$ cat src/rtl/core/ifc_pkg.sv
// ----------------------------------------------------------------------------
// ifc_pkg
// Shared types and constants of the integer field checker.
// ----------------------------------------------------------------------------
`default_nettype none

package ifc_pkg;

    localparam int ACC_WIDTH = 34;
    localparam logic [ACC_WIDTH-1:0] ACC_MAX = {ACC_WIDTH{1'b1}};

    localparam logic [7:0] CHAR_MINUS = 8'h2D;
    localparam logic [7:0] CHAR_DOT   = 8'h2E;
    localparam logic [7:0] CHAR_ZERO  = 8'h30;
    localparam logic [7:0] CHAR_NINE  = 8'h39;

    localparam int CFG_INDEX_WIDTH = 2;
    localparam int CFG_DATA_WIDTH  = 32;
    localparam logic [CFG_INDEX_WIDTH-1:0] CFG_MIN_BOUND = 2'd0;
    localparam logic [CFG_INDEX_WIDTH-1:0] CFG_MAX_BOUND = 2'd1;
    localparam logic [CFG_INDEX_WIDTH-1:0] CFG_NULLABLE  = 2'd2;

    localparam logic [31:0] MIN_BOUND_RESET = 32'h8000_0000;
    localparam logic [30:0] MAX_BOUND_RESET = 31'h7FFF_FFFF;

    typedef enum logic [2:0] {
        STATUS_OK           = 3'd0,
        STATUS_INTERRUPTED  = 3'd1,
        STATUS_TOO_SMALL    = 3'd2,
        STATUS_TOO_LARGE    = 3'd3,
        STATUS_BAD_FORMAT   = 3'd4,
        STATUS_INVALID_NULL = 3'd5
    } status_t;

    typedef struct packed {
        logic signed [31:0] min_bound;
        logic [30:0]        max_bound;
        logic               nullable;
    } cfg_t;

    // Field summary handed from the scanner to the clamp stage.
    typedef struct packed {
        logic                 empty;
        logic                 format_error;
        logic                 cut;
        logic                 negative;
        logic [ACC_WIDTH-1:0] magnitude;
    } field_snap_t;

endpackage

`default_nettype wire

$ cat src/rtl/core/ifc_if.sv
// ----------------------------------------------------------------------------
// ifc_char_if / ifc_result_if
// Valid/ready channels for character words and result words.
// ----------------------------------------------------------------------------
`default_nettype none

interface ifc_char_if;
    logic       valid;
    logic       ready;
    logic [7:0] char_code;
    logic       char_valid;
    logic       field_end;

    modport source (output valid, output char_code, output char_valid,
                    output field_end, input ready);
    modport sink   (input valid, input char_code, input char_valid,
                    input field_end, output ready);
endinterface


`default_nettype wire

$ cat src/rtl/core/ifc_char_scan.sv
// ----------------------------------------------------------------------------
// ifc_char_scan
// Input register, per-field parse state and the field summary register.
// ----------------------------------------------------------------------------
`default_nettype none

module ifc_char_scan (
    input  wire logic                clk,
    input  wire logic                rst_n,
    ifc_char_if.sink                 chars,
    output ifc_pkg::field_snap_t     snap,
    output logic                     snap_valid,
    input  wire logic                snap_ready
);

    localparam int AW = ifc_pkg::ACC_WIDTH;

    logic       in_v_reg;
    logic [7:0] in_char_reg;
    logic       in_cv_reg;
    logic       in_end_reg;

    logic          pos_reg, pos_next;
    logic          neg_reg, neg_next;
    logic          done_reg, done_next;
    logic          cut_reg, cut_next;
    logic          fmt_reg, fmt_next;
    logic [AW-1:0] acc_reg, acc_next;

    logic                 snap_v_reg;
    ifc_pkg::field_snap_t snap_reg;

    logic          go;
    logic          is_digit;
    logic [3:0]    digit;
    logic [AW+3:0] acc_x10;
    logic [AW-1:0] acc_digit;

    assign go = in_v_reg && (!in_end_reg || !snap_v_reg || snap_ready);
    assign chars.ready = !in_v_reg || go;

    assign is_digit = (in_char_reg >= ifc_pkg::CHAR_ZERO)
                   && (in_char_reg <= ifc_pkg::CHAR_NINE);
    assign digit = 4'(in_char_reg - ifc_pkg::CHAR_ZERO);

    // acc*10 + d, saturating; fits in AW+4 bits
    assign acc_x10 = {1'b0, acc_reg, 3'b000} + {3'b000, acc_reg, 1'b0} + (AW + 4)'(digit);
    assign acc_digit = (acc_x10 > (AW + 4)'(ifc_pkg::ACC_MAX))
                     ? ifc_pkg::ACC_MAX : acc_x10[AW-1:0];

    always_comb
    begin
        pos_next  = pos_reg;
        neg_next  = neg_reg;
        done_next = done_reg;
        cut_next  = cut_reg;
        fmt_next  = fmt_reg;
        acc_next  = acc_reg;
        if (in_cv_reg)
        begin
            if (!pos_reg)
            begin
                pos_next = 1'b1;
                if (in_char_reg == ifc_pkg::CHAR_MINUS)
                begin
                    neg_next = 1'b1;
                end
                else if (is_digit)
                begin
                    acc_next = AW'(digit);
                end
                else
                begin
                    fmt_next = 1'b1;
                end
            end
            else if (!fmt_reg && !cut_reg)
            begin
                if (!is_digit && in_char_reg != ifc_pkg::CHAR_DOT
                    && in_char_reg != ifc_pkg::CHAR_MINUS)
                begin
                    cut_next = 1'b1;
                end
                else if (!done_reg)
                begin
                    if (is_digit)
                    begin
                        acc_next = acc_digit;
                    end
                    else
                    begin
                        done_next = 1'b1;
                    end
                end
            end
        end
    end

    always_ff @(posedge clk or negedge rst_n)
    begin
        if (!rst_n)
        begin
            in_v_reg   <= 1'b0;
            pos_reg    <= 1'b0;
            neg_reg    <= 1'b0;
            done_reg   <= 1'b0;
            cut_reg    <= 1'b0;
            fmt_reg    <= 1'b0;
            acc_reg    <= '0;
            snap_v_reg <= 1'b0;
        end
        else
        begin
            if (chars.ready)
            begin
                in_v_reg <= chars.valid;
            end
            if (go)
            begin
                if (in_end_reg)
                begin
                    pos_reg  <= 1'b0;
                    neg_reg  <= 1'b0;
                    done_reg <= 1'b0;
                    cut_reg  <= 1'b0;
                    fmt_reg  <= 1'b0;
                    acc_reg  <= '0;
                end
                else
                begin
                    pos_reg  <= pos_next;
                    neg_reg  <= neg_next;
                    done_reg <= done_next;
                    cut_reg  <= cut_next;
                    fmt_reg  <= fmt_next;
                    acc_reg  <= acc_next;
                end
            end
            if (go && in_end_reg)
            begin
                snap_v_reg <= 1'b1;
            end
            else if (snap_ready)
            begin
                snap_v_reg <= 1'b0;
            end
        end
    end

    always_ff @(posedge clk)
    begin
        if (chars.ready && chars.valid)
        begin
            in_char_reg <= chars.char_code;
            in_cv_reg   <= chars.char_valid;
            in_end_reg  <= chars.field_end;
        end
        if (go && in_end_reg)
        begin
            snap_reg.empty        <= !pos_next;
            snap_reg.format_error <= fmt_next;
            snap_reg.cut          <= cut_next;
            snap_reg.negative     <= neg_next;
            snap_reg.magnitude    <= acc_next;
        end
    end

    assign snap       = snap_reg;
    assign snap_valid = snap_v_reg;

    // field state starts clean after each field end
    a_clear_after_end: assert property (@(posedge clk) disable iff (!rst_n)
        (go && in_end_reg) |=> (!pos_reg && !neg_reg && !cut_reg && !fmt_reg
                                && !done_reg && acc_reg == '0))
        else $error("field state not cleared after field end");

    a_flags_need_pos: assert property (@(posedge clk) disable iff (!rst_n)
        (fmt_reg || neg_reg || done_reg || cut_reg) |-> pos_reg)
        else $error("parse flag set before first character");

    a_no_snap_overwrite: assert property (@(posedge clk) disable iff (!rst_n)
        (snap_v_reg && !snap_ready) |=> (snap_v_reg && $stable(snap_reg)))
        else $error("pending field summary lost");

endmodule

`default_nettype wire

$ cat src/flat_wrapper.sv
// flat-port wrapper written by rule: the top's interface ports become plain ports
module ifc_char_scan_flat 
  (clk, rst_n, snap, snap_valid, snap_ready, chars_valid, chars_char_code, chars_char_valid, chars_field_end, chars_ready);
  ifc_char_if chars_i ();
  input  wire logic clk;
  input  wire logic rst_n;
  output ifc_pkg::field_snap_t snap;
  output logic snap_valid;
  input  wire logic snap_ready;
  input wire logic [$bits(chars_i.valid)-1:0] chars_valid;
  input wire logic [$bits(chars_i.char_code)-1:0] chars_char_code;
  input wire logic [$bits(chars_i.char_valid)-1:0] chars_char_valid;
  input wire logic [$bits(chars_i.field_end)-1:0] chars_field_end;
  output wire logic [$bits(chars_i.ready)-1:0] chars_ready;
  assign chars_i.valid = chars_valid;
  assign chars_i.char_code = chars_char_code;
  assign chars_i.char_valid = chars_char_valid;
  assign chars_i.field_end = chars_field_end;
  assign chars_ready = chars_i.ready;
  ifc_char_scan u_core (.clk(clk), .rst_n(rst_n), .chars(chars_i), .snap(snap), .snap_valid(snap_valid), .snap_ready(snap_ready));
endmodule
$ cat config.mk
export PLATFORM = sky130hd
export DESIGN_NAME = ifc_char_scan_flat
export DESIGN_NICKNAME = d
export VERILOG_FILES = /design/src/rtl/core/ifc_pkg.sv /design/src/rtl/core/ifc_if.sv /design/src/rtl/core/ifc_char_scan.sv /design/src/flat_wrapper.sv
export SDC_FILE = /design/constraint.sdc
export NUM_CORES = 1
export LEC_CHECK = 0
export ABC_CLOCK_PERIOD_IN_PS = 3400
export BUFFER_PORTS_ARGS = -buffer_cell sky130_fd_sc_hd__clkbuf_2
export CELL_PAD_IN_SITES_DETAIL_PLACEMENT = 1
export CELL_PAD_IN_SITES_GLOBAL_PLACEMENT = 1
export CORE_ASPECT_RATIO = 0.5
export CORE_MARGIN = 2
export CORE_UTILIZATION = 43
export CTS_CLUSTER_SIZE = 20
export DETAILED_ROUTE_END_ITERATION = 16
export PLACE_DENSITY_LB_ADDON = 0.1
export SYNTH_ARGS = -nofsm -noshare
export SYNTH_HDL_FRONTEND = slang
export SYNTH_SLANG_ARGS = --single-unit
$ cat constraint.sdc
create_clock -name clk -period 3.4 [get_ports clk]
set_input_delay 0.51 -clock clk [delete_from_list [all_inputs] [get_ports clk]]
set_output_delay 0.51 -clock clk [all_outputs]
set_load 0.02 [all_outputs]
==> flow_summary.toml <==
[finish]
fillCellCount = 1627
diodes = 0
drive_gt1_share_pct = 37.4
largest_reg_flops = 38
syn2layout_area_growth_pct = 43.0
layout.area.seq_um2 = 2470
fin_nets = 986
multi_input_area_um2 = 4450

[worst_setup_path]
crit_path_top_delay_cell = "fa_2"
cp-end-kind = "flop"
max_stage_delay_ps = 520
path_class = "flop to flop"
path_depth = 16
critPathMostFrequentCell = "buf_6"
crit_buf_inv = 5
crit_chain = "fa_2 > fa_2 > a211o_1 > a211oi_4 > buf_4 > buf_6 > o21ai_4 > a31oi_4 > buf_6 > nand2_2 > a311o_2 > nand4_4 > buf_12 > buf_6 > nor3_2 > nor3_1"
critPathMaxFanout = 8
start_kind = "flop"
reg2reg_depth = 16
reg2reg_to = "u_core.snap[19]"
r2r_start = "u_core.in_char_reg[3]"
reg2reg_slack_ps = -830
required_ps = 3550
cp.arrival_ps = 4380
cp_top_family = "compound AO/OA/AOI/OAI gates"

[sta]
slew_headroom_pct = 32.0
finalHoldViolations = 0
timing.final.ws_setup_ps = -825
finalSetupTns_ps = -43260
finalSetupViolations = 68
skew_ps = 14.1
worstMarginPinSlew_ps = 1020
period_share_pct = 124
finalCriticalPeriod_ps = 4230
maxSlewViolCount = 0
rsz0062_at_grt = "yes"
max_freq_ghz = 0.237
holdWs_ps = 315

[yosys]
synth_edf_count = 48
syn_nets = 781
yosys.area_share.simple_pct = 16.4
netlist_area_um2 = 6490
synth_compound_area_share_pct = 23.9
synth-xor-area-share_pct = 3.92
ys_ff_latch = 89
syn_inst = 698
yosysWarningCount = 0
synth.mux.area_fraction_pct = 0.309
synth_top_family_by_area = "compound AO/OA/AOI/OAI gates"
post_synth.cell_area_avg_um2 = 9.29
yosysSeqAreaShare_pct = 38.0
synth_area_leaders = "edfxtp_1 (22%), dfrtp_1 (16%), ha_1 (13%), nand2_1 (4.7%), a21oi_1 (4.1%)"
synth_top_area_share_pct = 22.2
synth_top_flop_cell = "edfxtp_1"
yosys.area.top_type = "edfxtp_1"
ys_types = 66
synthArstFlopShare_pct = 46.1
synthAdderAreaFrac_pct = 13.5

[grt]
grt_pass1_vias = 7273
grt-busiest-layer = "met2"
grtUsageMet2_pct = 55.5
use_met1_pct = 36.2
track_usage_pct = 31.1
antenna_found_initial = 0
grt_max_degree = 44
grt_overflow = 0
grt_pass1_wl_mm = 39.0
grt_use_met3_pct = 6.10

[floorplan]
ios = 54
placeableCoreArea_um2 = 14600
dieArea_um2 = 16100
initial_utilization_pct = 44.5
dieWidth_um = 178
rows = 31
die_h_um = 90.9

[hold_path]
hold_class = "input port to async pin"

[pwr]
peakVddDrop_uv = 260
power_frac_seq_pct = 43.8
clock_power_share_pct = 36.9
swShare_pct = 31.9
leakage_uw = 0.00441
p_int_uw = 1940
power_density_nw_per_um2 = 307
combPwrFrac_pct = 19.3
power_uw = 2850
p_sw_uw = 907

[clocking]
cts_inserted_buffers = 9
cts_tree = "built"
worstSkewPairLatency_ps = 360
clock_path_buffers = 2
clockRootBuffer = "clkbuf_16"
path_clk_slew_ps = 80
cts_num_sinks = 89
cts_max_level = 3

[placement]
gp_congestion = 0.859
hpwl_mm = 16.2
portBuffers = 53

[route]
drt_iter0_drc = 524
dr_total_vias = 7372
wirelength_mm = 29.6
first_pass_iters = 5
route.detailed.drc = 0
wl_per_cell_um = 26.7
vias_per_cell = 6.67
postRouteAntennaNets = 0

[run_status]
violations = "setup timing"
status = "finished, violations left"

[job]
cap_viol_max_count = 0
==> cell families after synthesis <==
logic type | count (synthesis)
simple gates | 222
buf+inv | 58
compound gates | 229
fa+ha+maj | 69
flops | 89
mux | 2
xor+xnor | 29
==> stage by stage <==
step / cells / instance area (µm²) / utilization, % / setup WS (ps)
finish: 1106 / 9280 / 63.6 / -825
global route: 1106 / 9280 / 63.6 / -934
detailed placement: 1056 / 7990 / 54.8 / -575
CTS: 1091 / 8770 / 60.2 / -444
floorplan: 698 / 6570 / - / -53.6
global placement: 1056 / 7990 / 54.8 / -472
==> worst max-delay path by stage <==
stage / start / to / slack [ps]
final: u_core.in_char_reg[3] / u_core.snap[19] / -830
after global routing: u_core.in_char_reg[3] / u_core.snap[20] / -930
after CTS: u_core.acc_reg[2] / u_core.snap[11] / -440
after detailed placement: u_core.acc_reg[2] / u_core.acc_reg[22] / -580
after global placement: u_core.acc_reg[2] / u_core.snap[21] / -470
after floorplan: u_core.acc_reg[2] / u_core.snap[10] / -50
==> power groups by stage <==
stage / Combinational, µW / Sequential, µW / Clock (µW)
after global routing: 585 / 1250 / 1090
after global placement: 455 / 1260 / 0
after floorplan: 227 / 1280 / 0
after CTS: 488 / 1240 / 1040
final: 550 / 1240 / 1050
after detailed placement: 468 / 1260 / 0
==> synthesized netlist by cell type, types with 2 or more instances <==
cell type,n
buf_6,3
a31o_2,3
buf_1,2
edfxtp_1,48
xnor2_1,16
nor3b_1,3
nor3_1,31
and4_1,5
clkbuf_1,24
o21ai_0,30
o21ai_1,15
mux2i_1,2
nand4_1,9
dfrtp_1,41
xor2_1,13
o22a_1,8
a21o_1,18
nand4b_1,2
o21a_1,7
o31ai_1,23
fa_1,2
or3_1,2
nand3_1,11
a22oi_1,10
and2_1,7
o31a_1,4
a22o_1,4
a21boi_0,7
nor2b_1,6
buf_2,7
nand2_1,81
nand3b_1,2
and3_1,7
o311ai_1,4
a211oi_1,4
a21oi_1,53
inv_1,21
o41ai_1,13
nand2b_1,3
ha_1,67
o211ai_1,3
o211a_1,2
a31oi_1,8
nor2_1,44
a311o_1,2
==> final cells by class <==
type / instances / area share, %
clock inverter: 7 / 0.782
clock buffer: 9 / 2.43
sequential: 89 / 26.6
inverter: 21 / 0.850
tap: 198 / 2.67
multi-input combinational: 552 / 48.0
timing repair buffer: 230 / 18.7
==> worst register-to-register path, stage by stage (launching register included) <==
cell      delay [ps]
edfxtp_1         440
fa_2             520
fa_2             380
a211o_1          360
a211oi_4         270
buf_4            170
buf_6            100
o21ai_4           60
a31oi_4          190
buf_6            130
nand2_2           50
a311o_2          480
nand4_4          200
buf_12           160
buf_6            180
nor3_2            70
nor3_1           260
==> cell usage in the layout, fill, tap and decap left out, drive strengths merged, types with 5 or more instances in the layout <==
master and instances:
o31ai 24, o21a 7, o21ai 45, o311ai 5, clkbuf 63, nand3 11
dfrtp 41, xnor2 16, edfxtp 48, a21boi 7, inv 24, xor2 13
and2 7, nor2b 6, buf 176, o41ai 13, nor2 44, ha 67
a31oi 8, and4 6, o22a 8, nor3 31, a21o 18, a21oi 53
nand4 11, nand2 81, and3 7, a22oi 10
==> repair_timing <==
| item | in CTS | in global routing |
|---|---|---|
| cloned | 3 | 0 |
| endpoints found under the hold margin | 0 | 0 |
| buffers inserted | 16 | 18 |
| pin swaps | 23 | 29 |
| hold buffers | 0 | 0 |
| setup endpoints to repair | 68 | 68 |
| gates resized for setup | 57 | 77 |
==> per-layer routing <==
metal  up-vias  wire (µm)
li1       3055          -
met1      3623      10900
met2       499      14400
met3       195       2240
met4         0       1980
met5         -          0
No activity file was read; power rests on OpenSTA's default activity.
